--- config.mk ---
export PLATFORM = sky130hd
export DESIGN_NAME = four_wheel_encoder_speed_sampler_top
export DESIGN_NICKNAME = d
export VERILOG_FILES = /design/src/rtl/core/fwess_pkg.sv /design/src/rtl/core/four_wheel_encoder_speed_sampler_top.sv
export SDC_FILE = /design/constraint.sdc
export NUM_CORES = 1
export LEC_CHECK = 0
export ABC_AREA = 1
export BUFFER_PORTS_ARGS = -buffer_cell sky130_fd_sc_hd__clkbuf_2
export CAP_MARGIN = 40
export CORE_ASPECT_RATIO = 0.5
export CORE_MARGIN = 1.5
export CORE_UTILIZATION = 55
export DETAILED_ROUTE_END_ITERATION = 16
export PLACE_DENSITY = 0.89
export REMOVE_ABC_BUFFERS = 1
export SYNTH_ARGS = -nofsm -noshare
export SYNTH_HDL_FRONTEND = slang
export SYNTH_SLANG_ARGS = --single-unit
--- constraint.sdc ---
create_clock -name clock -period 7.1 [get_ports clock]
set_clock_uncertainty 0.15 [all_clocks]
set_input_delay 0.355 -clock clock [delete_from_list [all_inputs] [get_ports clock]]
set_output_delay 0.355 -clock clock [all_outputs]
set_load 0.02 [all_outputs]
--- src/rtl/core/fwess_pkg.sv ---
// Package for the four-wheel encoder speed sampler.
// Field widths, register indexes, request codes and reset values.
// No dependencies.
`timescale 1ns / 1ps

package fwess_pkg;

   localparam int NumWheels  = 4;
   localparam int WheelWidth = $clog2(NumWheels);
   localparam int CountWidth = 16;
   localparam int TimeWidth  = 32;
   localparam int SpeedWidth = 26;
   localparam int MaskWidth  = NumWheels;
   localparam int PeriodWidth = 16;

   // dividend: |delta| * 1000 < 2^25; divisor saturates at 2^31 - 1
   localparam int NumWidth = 25;
   localparam int DivWidth = 31;
   localparam int CntWidth = $clog2(NumWidth);

   localparam int CsrIndexWidth = 1;
   localparam int CsrDataWidth  = 16;

   localparam logic [CsrIndexWidth-1:0] CsrReverseMask  = 1'b0;
   localparam logic [CsrIndexWidth-1:0] CsrSamplePeriod = 1'b1;

   localparam logic ReqStart = 1'b0;
   localparam logic ReqPoll  = 1'b1;

   localparam logic [MaskWidth-1:0]   ReverseMaskReset  = 4'd10;
   localparam logic [PeriodWidth-1:0] SamplePeriodReset = 16'd100;

endpackage

--- src/rtl/core/four_wheel_encoder_speed_sampler_top.sv ---
// Top level of the four-wheel encoder speed sampler.
// Depends on fwess_pkg.
`timescale 1ns / 1ps

// Usage
//   req_ channel: one item per transfer, req_type selects start (capture
//   baseline counts and time) or poll. A start transfer gives no result and
//   the block is ready again in the next cycle.
//   A poll on a ready block whose elapsed time reaches the sample period gives
//   four rsp_ transfers, wheels 0 to 3, rsp_last high on wheel 3. Any other
//   poll is dropped in the cycle after its transfer, with no state change.
//   Each wheel passes through StCalc, which forms the delta and |delta| * 1000,
//   StDiv, a bit-serial restoring divide (one quotient bit a cycle through a
//   31-bit compare and subtract), and StEmit, which loads the output register.
//   A stalled receiver holds the output register; the divider finishes the
//   next wheel and waits. The last result may sit in the output register
//   while the next request is taken.
//   csr_ channel: index 0 reverse mask, index 1 sample period; always
//   ready, write only while no poll is in progress.
//   Reset (synchronous, active high) clears the baseline and the ready flag,
//   drops any pending result and restores the register defaults.

module four_wheel_encoder_speed_sampler_top
   import fwess_pkg::*;
(
   input  logic                         clock,
   input  logic                         reset,

   input  logic                         req_valid,
   output logic                         req_ready,
   input  logic                         req_type,
   input  logic [TimeWidth-1:0]         req_now_ms,
   input  logic [CountWidth-1:0]        req_count_fl,
   input  logic [CountWidth-1:0]        req_count_fr,
   input  logic [CountWidth-1:0]        req_count_rl,
   input  logic [CountWidth-1:0]        req_count_rr,

   output logic                         rsp_valid,
   input  logic                         rsp_ready,
   output logic [WheelWidth-1:0]        rsp_wheel_index,
   output logic [CountWidth-1:0]        rsp_reading,
   output logic signed [CountWidth-1:0] rsp_count_change,
   output logic                         rsp_moving,
   output logic signed [SpeedWidth-1:0] rsp_wheel_rate,
   output logic [TimeWidth-1:0]         rsp_interval_ms,
   output logic                         rsp_last,

   input  logic                         csr_valid,
   output logic                         csr_ready,
   input  logic [CsrIndexWidth-1:0]     csr_index,
   input  logic [CsrDataWidth-1:0]      csr_wdata
);

   typedef enum logic [2:0] {
      StIdle,
      StCheck,
      StCalc,
      StDiv,
      StEmit
   } state_type;

   localparam logic [CntWidth-1:0]   CntLast = CntWidth'(NumWidth - 1);
   localparam logic [WheelWidth-1:0] WheelLast = WheelWidth'(NumWheels - 1);
   localparam logic [DivWidth-1:0]   DivMax = {DivWidth{1'b1}};

   state_type state_ff, state_in;
   logic ready_flag_ff, ready_flag_in;
   logic [MaskWidth-1:0] reverse_mask_ff, reverse_mask_in;
   logic [PeriodWidth-1:0] period_ff, period_in;
   logic [WheelWidth-1:0] wheel_ff, wheel_in;
   logic [CntWidth-1:0] cnt_ff, cnt_in;

   // rotating count lines: slot 0 is the wheel being worked on
   logic [CountWidth-1:0] cur_ff [NumWheels];
   logic [CountWidth-1:0] cur_in [NumWheels];
   logic [CountWidth-1:0] prev_ff [NumWheels];
   logic [CountWidth-1:0] prev_in [NumWheels];

   logic [TimeWidth-1:0] now_ff, now_in;
   logic [TimeWidth-1:0] last_time_ff, last_time_in;
   logic [TimeWidth-1:0] interval_ff, interval_in;
   logic [DivWidth-1:0] div_ff, div_in;
   logic zero_ff, zero_in;

   logic [CountWidth-1:0] raw_ff, raw_in;
   logic [CountWidth-1:0] delta_ff, delta_in;
   logic moving_ff, moving_in;
   logic neg_ff, neg_in;
   logic [NumWidth-1:0] nq_ff, nq_in;
   logic [DivWidth-1:0] rem_ff, rem_in;

   logic rsp_valid_ff, rsp_valid_in;
   logic [WheelWidth-1:0] rsp_wheel_ff, rsp_wheel_in;
   logic [CountWidth-1:0] rsp_raw_ff, rsp_raw_in;
   logic [CountWidth-1:0] rsp_delta_ff, rsp_delta_in;
   logic rsp_moving_ff, rsp_moving_in;
   logic [SpeedWidth-1:0] rsp_speed_ff, rsp_speed_in;
   logic [TimeWidth-1:0] rsp_interval_ff, rsp_interval_in;
   logic rsp_last_ff, rsp_last_in;

   // datapath terms
   logic [TimeWidth-1:0] elapsed;
   logic [CountWidth-1:0] diff;
   logic [CountWidth:0] d_sext, d_val, d_mag;
   logic [SpeedWidth-1:0] product;
   logic [DivWidth:0] trial, trial_sub;
   logic trial_geq;
   logic [SpeedWidth-1:0] quot_ext;

   assign req_ready = (state_ff == StIdle);
   assign csr_ready = 1'b1;

   always_comb begin
      elapsed = now_ff - last_time_ff;

      diff   = cur_ff[0] - prev_ff[0];
      d_sext = {diff[CountWidth-1], diff};
      d_val  = reverse_mask_ff[wheel_ff] ? (~d_sext + 1'b1) : d_sext;
      d_mag  = d_val[CountWidth] ? (~d_val + 1'b1) : d_val;
      // x * 1000 = x * 1024 - x * 16 - x * 8
      product = {d_mag[CountWidth-1:0], 10'b0}
              - {6'b0, d_mag[CountWidth-1:0], 4'b0}
              - {7'b0, d_mag[CountWidth-1:0], 3'b0};

      trial     = {rem_ff, nq_ff[NumWidth-1]};
      trial_geq = (trial >= {1'b0, div_ff});
      trial_sub = trial - {1'b0, div_ff};

      quot_ext = {{(SpeedWidth - NumWidth){1'b0}}, nq_ff};
   end

   always_comb begin
      state_in        = state_ff;
      ready_flag_in   = ready_flag_ff;
      reverse_mask_in = reverse_mask_ff;
      period_in       = period_ff;
      wheel_in        = wheel_ff;
      cnt_in          = cnt_ff;
      cur_in          = cur_ff;
      prev_in         = prev_ff;
      now_in          = now_ff;
      last_time_in    = last_time_ff;
      interval_in     = interval_ff;
      div_in          = div_ff;
      zero_in         = zero_ff;
      raw_in          = raw_ff;
      delta_in        = delta_ff;
      moving_in       = moving_ff;
      neg_in          = neg_ff;
      nq_in           = nq_ff;
      rem_in          = rem_ff;
      rsp_wheel_in    = rsp_wheel_ff;
      rsp_raw_in      = rsp_raw_ff;
      rsp_delta_in    = rsp_delta_ff;
      rsp_moving_in   = rsp_moving_ff;
      rsp_speed_in    = rsp_speed_ff;
      rsp_interval_in = rsp_interval_ff;
      rsp_last_in     = rsp_last_ff;
      rsp_valid_in    = rsp_valid_ff && !rsp_ready;

      if (csr_valid) begin
         case (csr_index)
            CsrReverseMask:  reverse_mask_in = csr_wdata[MaskWidth-1:0];
            CsrSamplePeriod: period_in = csr_wdata[PeriodWidth-1:0];
            default: ;
         endcase
      end

      case (state_ff)
         StIdle: begin
            if (req_valid) begin
               if (req_type == ReqStart) begin
                  prev_in[0]    = req_count_fl;
                  prev_in[1]    = req_count_fr;
                  prev_in[2]    = req_count_rl;
                  prev_in[3]    = req_count_rr;
                  last_time_in  = req_now_ms;
                  ready_flag_in = 1'b1;
               end else begin
                  cur_in[0] = req_count_fl;
                  cur_in[1] = req_count_fr;
                  cur_in[2] = req_count_rl;
                  cur_in[3] = req_count_rr;
                  now_in    = req_now_ms;
                  state_in  = StCheck;
               end
            end
         end

         StCheck: begin
            if (!ready_flag_ff || elapsed < {{(TimeWidth - PeriodWidth){1'b0}}, period_ff}) begin
               state_in = StIdle;
            end else begin
               last_time_in = now_ff;
               interval_in  = elapsed;
               div_in       = elapsed[TimeWidth-1] ? DivMax : elapsed[DivWidth-1:0];
               zero_in      = (elapsed == '0);
               wheel_in     = '0;
               state_in     = StCalc;
            end
         end

         StCalc: begin
            raw_in    = cur_ff[0];
            delta_in  = d_val[CountWidth-1:0];
            moving_in = (d_val != '0);
            neg_in    = d_val[CountWidth];
            nq_in     = product[NumWidth-1:0];
            rem_in    = '0;
            cnt_in    = '0;
            // advance both lines; the used reading becomes the new baseline
            for (int i = 0; i < NumWheels - 1; i++) begin
               cur_in[i]  = cur_ff[i + 1];
               prev_in[i] = prev_ff[i + 1];
            end
            cur_in[NumWheels-1]  = cur_ff[0];
            prev_in[NumWheels-1] = cur_ff[0];
            state_in = StDiv;
         end

         StDiv: begin
            rem_in = trial_geq ? trial_sub[DivWidth-1:0] : trial[DivWidth-1:0];
            nq_in  = {nq_ff[NumWidth-2:0], trial_geq};
            cnt_in = cnt_ff + 1'b1;
            if (cnt_ff == CntLast) begin
               state_in = StEmit;
            end
         end

         StEmit: begin
            if (!rsp_valid_ff || rsp_ready) begin
               rsp_valid_in    = 1'b1;
               rsp_wheel_in    = wheel_ff;
               rsp_raw_in      = raw_ff;
               rsp_delta_in    = delta_ff;
               rsp_moving_in   = moving_ff;
               rsp_interval_in = interval_ff;
               rsp_last_in     = (wheel_ff == WheelLast);
               if (zero_ff) begin
                  rsp_speed_in = '0;
               end else if (neg_ff) begin
                  rsp_speed_in = ~quot_ext + 1'b1;
               end else begin
                  rsp_speed_in = quot_ext;
               end
               if (wheel_ff == WheelLast) begin
                  state_in = StIdle;
               end else begin
                  wheel_in = wheel_ff + 1'b1;
                  state_in = StCalc;
               end
            end
         end

         default: state_in = StIdle;
      endcase
   end

   always_ff @(posedge clock) begin
      cur_ff          <= cur_in;
      now_ff          <= now_in;
      interval_ff     <= interval_in;
      div_ff          <= div_in;
      zero_ff         <= zero_in;
      raw_ff          <= raw_in;
      delta_ff        <= delta_in;
      moving_ff       <= moving_in;
      neg_ff          <= neg_in;
      nq_ff           <= nq_in;
      rem_ff          <= rem_in;
      cnt_ff          <= cnt_in;
      rsp_wheel_ff    <= rsp_wheel_in;
      rsp_raw_ff      <= rsp_raw_in;
      rsp_delta_ff    <= rsp_delta_in;
      rsp_moving_ff   <= rsp_moving_in;
      rsp_speed_ff    <= rsp_speed_in;
      rsp_interval_ff <= rsp_interval_in;
      rsp_last_ff     <= rsp_last_in;
      if (reset) begin
         state_ff        <= StIdle;
         ready_flag_ff   <= 1'b0;
         reverse_mask_ff <= ReverseMaskReset;
         period_ff       <= SamplePeriodReset;
         wheel_ff        <= '0;
         last_time_ff    <= '0;
         rsp_valid_ff    <= 1'b0;
         for (int i = 0; i < NumWheels; i++) begin
            prev_ff[i] <= '0;
         end
      end else begin
         state_ff        <= state_in;
         ready_flag_ff   <= ready_flag_in;
         reverse_mask_ff <= reverse_mask_in;
         period_ff       <= period_in;
         wheel_ff        <= wheel_in;
         last_time_ff    <= last_time_in;
         rsp_valid_ff    <= rsp_valid_in;
         prev_ff         <= prev_in;
      end
   end

   assign rsp_valid        = rsp_valid_ff;
   assign rsp_wheel_index  = rsp_wheel_ff;
   assign rsp_reading      = rsp_raw_ff;
   assign rsp_count_change = $signed(rsp_delta_ff);
   assign rsp_moving       = rsp_moving_ff;
   assign rsp_wheel_rate   = $signed(rsp_speed_ff);
   assign rsp_interval_ms  = rsp_interval_ff;
   assign rsp_last         = rsp_last_ff;

endmodule

==> out/summary.txt <==
Outcome - complete, no violations
Initial antenna violation count - 1
WL final - 63400 um
Detail Route Antenna Nets - 0
Clock Sink Count - 472
Net Sw Power - 0.00310 W
Mapped cell area - 25200 um^2
Nets - 3430
Clock power share - 26.6%
Yosys warns - 0
First DRT Iteration DRCs - 1764
Reg clk slew, reported paths - 0.07 ns
Flip-flop and latch area - 12900 um^2
# H-tree levels - 2
Vias in the first global route - 20600
Vias - 20900
RSZ-0062 raised after global routing - no
Inserted Diodes - 0
Main area contributors after synthesis - edfxtp_1 (42%), nand2_1 (11%), dfxtp_1 (9.8%), ha_1 (6.1%), inv_1 (5.0%)
Global-route wire length before repair - 102000 um
Data arrival, critical path - 5.96 ns
Post-synth EDFFs - 349
Maximum clock rate - 171 MHz
Sequential area share after synthesis - 51.4%
Min Tclk post-route - 5.83 ns
Global Route Usage Sum - 26.6%
TritonRoute pass-1 iters - 8
Area delta synth->final - 16.8%
Synth Flop Type - edfxtp_1
Final worst path period share - 82.1%
Slack of the critical path - 1.27 ns
Clk Latency, worst-skew pair - 0.56 ns
Mapped Cells - 2873
Routed len/inst - 16.6 um
Share of flip-flops with an asynchronous set or reset - 0%
Yosys cell types - 56
Most used cell, CP - inv_1
Number of fill cells - 3461
IO Port Bufs - 214
Die width - 306 um
Yosys reg bits - 472
Min-Delay Path Class - input pin to register
Final setup vio count - 0
Slew headroom - 40.8%
Max cap viols - 0
Syn Area/Cell - 8.76 um^2
Critical path data required time - 7.22 ns
Critical path class - register to register
Footprint of the multi-input gates - 10600 um^2
Final Max Tran Viols - 0
Total power - 0.00886 W
CTS resizes - 0
Dpl cells - 3616
Routability cong. - 0.908
Leakage - 12.6 nW
Layout cells sized above 1 - 11.9%
Pin count of the biggest net entering global routing - 101
Vias per cell - 5.48
Post-Place Worst Slack - 1.33 ns
Final Hold Vio Count - 0
Total gr overflow - 0
Residual DRC - 0
CP peak stage delay - 0.51 ns
Critical-path maximum fanout - 20
IO Pins - 216
Worst VDD drop - 0.242 mV
Setup crit end kind - register
Worst-Margin Slew - 0.886 ns
Startpoint Class - register
TritonCTS clock tree - yes
TritonCTS buffer count - 43
Switch share - 35.0%
Non-Filler Instances - 3811
Area share of the largest cell type after synthesis - 41.6%
P_int - 0.00576 W
Setup TNS - 0 ns
Die area - 47200 um^2
Die Span Y - 154 um
Crit-path slowest cell - fa_1
Flop-to-flop setup slack - 1.27 ns
Final HPWL DP - 42600 um
Pwr Density - 301 nW/um^2
Placeable Area - 45200 um^2
Rows - 55
Clock root buffer - clkbuf_16
Synth area leader - edfxtp_1
Initial Utilization - 55.7%
CTS Buffer Depth - 3
Share of power burned in registers - 37.2%
Comb power frac - 36.2%
[timing repair]
item | in CTS | in global routing
endpoints found under the hold margin | 182 | 0
hold buffers | 116 | 0
buffers inserted | 0 | 0
[cell usage in the layout (no fill, tap or decap), drive strengths merged, types with 7 or more instances in the layout]
| cell type | count |
|---|---|
| or2 | 13 |
| inv | 341 |
| nand4 | 26 |
| buf | 20 |
| edfxtp | 349 |
| dlygate4sd3 | 116 |
| nand3b | 9 |
| a31oi | 60 |
| ha | 123 |
| nand3 | 114 |
| nor2 | 245 |
| nand2 | 767 |
| fa | 9 |
| xor2 | 53 |
| a21oi | 198 |
| o21a | 13 |
| nor3 | 36 |
| clkinv | 13 |
| nor4 | 8 |
| o21ai | 204 |
| mux2i | 11 |
| o211ai | 7 |
| xnor2 | 31 |
| dfxtp | 123 |
| a21o | 9 |
| clkbuf | 279 |
[flip-flops by register name (all words and copies together) (netlist names), 31 cells and up]
signal / flops
cur_ff: 64
now_ff: 32
div_ff: 31
rsp_interval_ms: 32
rem_ff: 31
prev_ff: 64
last_time_ff: 32
interval_ff: 32
[layer usage]
metal | vias up | GRT usage (%) | part of all wire [%]
li1 | 10200 | - | -
met1 | 9671 | 32.5 | 40
met2 | 788 | 47.8 | 50
met3 | 171 | 4.07 | 6.3
met4 | 0 | 9.97 | 3.6
met5 | - | 0 | 0
[per-stage QoR]
stage / utilization [%] / hold WS [ns] / area (um^2)
6_report: 65.0 / 0.0295 / 29400
5_1_grt: 65.0 / 0.0537 / 29400
4_1_cts: 65.0 / 0.0204 / 29400
3_5_place_dp: 59.4 / 0.255 / 26900
3_3_place_gp: 59.1 / 0.251 / 26700
2_1_floorplan: - / 0.250 / 24800
[worst paths after layout]
check / from / end / cells past startpoint
setup / recovery: cur_ff[48] / nq_ff[20] / 30
hold / removal: csr_index / reverse_mask_ff[3] / 3
setup reg to reg: cur_ff[48] / nq_ff[20] / 30
hold reg to reg: raw_ff[5] / rsp_reading[5] / 0
[layout make-up]
cell class              count  share of cell area [%]
repair buffers            350                    8.36
clock inverters            14                   0.464
well taps                 598                    2.54
flip-flops and latches    472                    44.0
multi-input cells        1968                    35.9
clock buffers              65                    4.29
inverters                 344                    4.40
[worst max-delay path: cells and delay by family, from the launching register on]
kind | cells | cell delay (ns)
buf+inv | 6 | 0.56
fa+ha+maj | 4 | 1.51
flops | 1 | 0.38
xor+xnor | 1 | 0.28
simple gates | 13 | 1.64
compound gates | 6 | 1.02
[cells in the mapped netlist, drive strengths merged, types with 26 or more instances]
master and count:
clkbuf 68, nand4 26, ha 123, nand2 767, nor3 36, xnor2 31
nor2 245, a21oi 198, inv 341, a31oi 60, xor2 53, dfxtp 123
nand3 114, o21ai 204, edfxtp 349
[logic make-up (layout without fill, tap and decap cells)]
| family | Yosys count | in the layout | synth area share (%) |
|---|---|---|---|
| and+or+nand+nor | 1223 | 1223 | 20.2 |
| AOI/OAI and AO/OA | 517 | 517 | 11.4 |
| DFF | 472 | 472 | 51.4 |
| buffers and inverters | 433 | 773 | 6.75 |
| adders and majority gates | 132 | 132 | 6.83 |
| xor gates and xnor gates | 84 | 84 | 2.95 |
| muxes | 11 | 11 | 0.437 |
| other | 1 | 1 | 0.0149 |
[power groups by stage]
stage	combinational (W)	clock, W	sequential [W]
2_1_floorplan	0.00237	0	0.00334
3_3_place_gp	0.00303	0	0.00335
3_5_place_dp	0.00311	0	0.00335
4_1_cts	0.00319	0.00238	0.00329
5_1_grt	0.00365	0.00249	0.00330
6_report	0.00320	0.00236	0.00329
No activity file was read; power rests on OpenSTA's default activity.
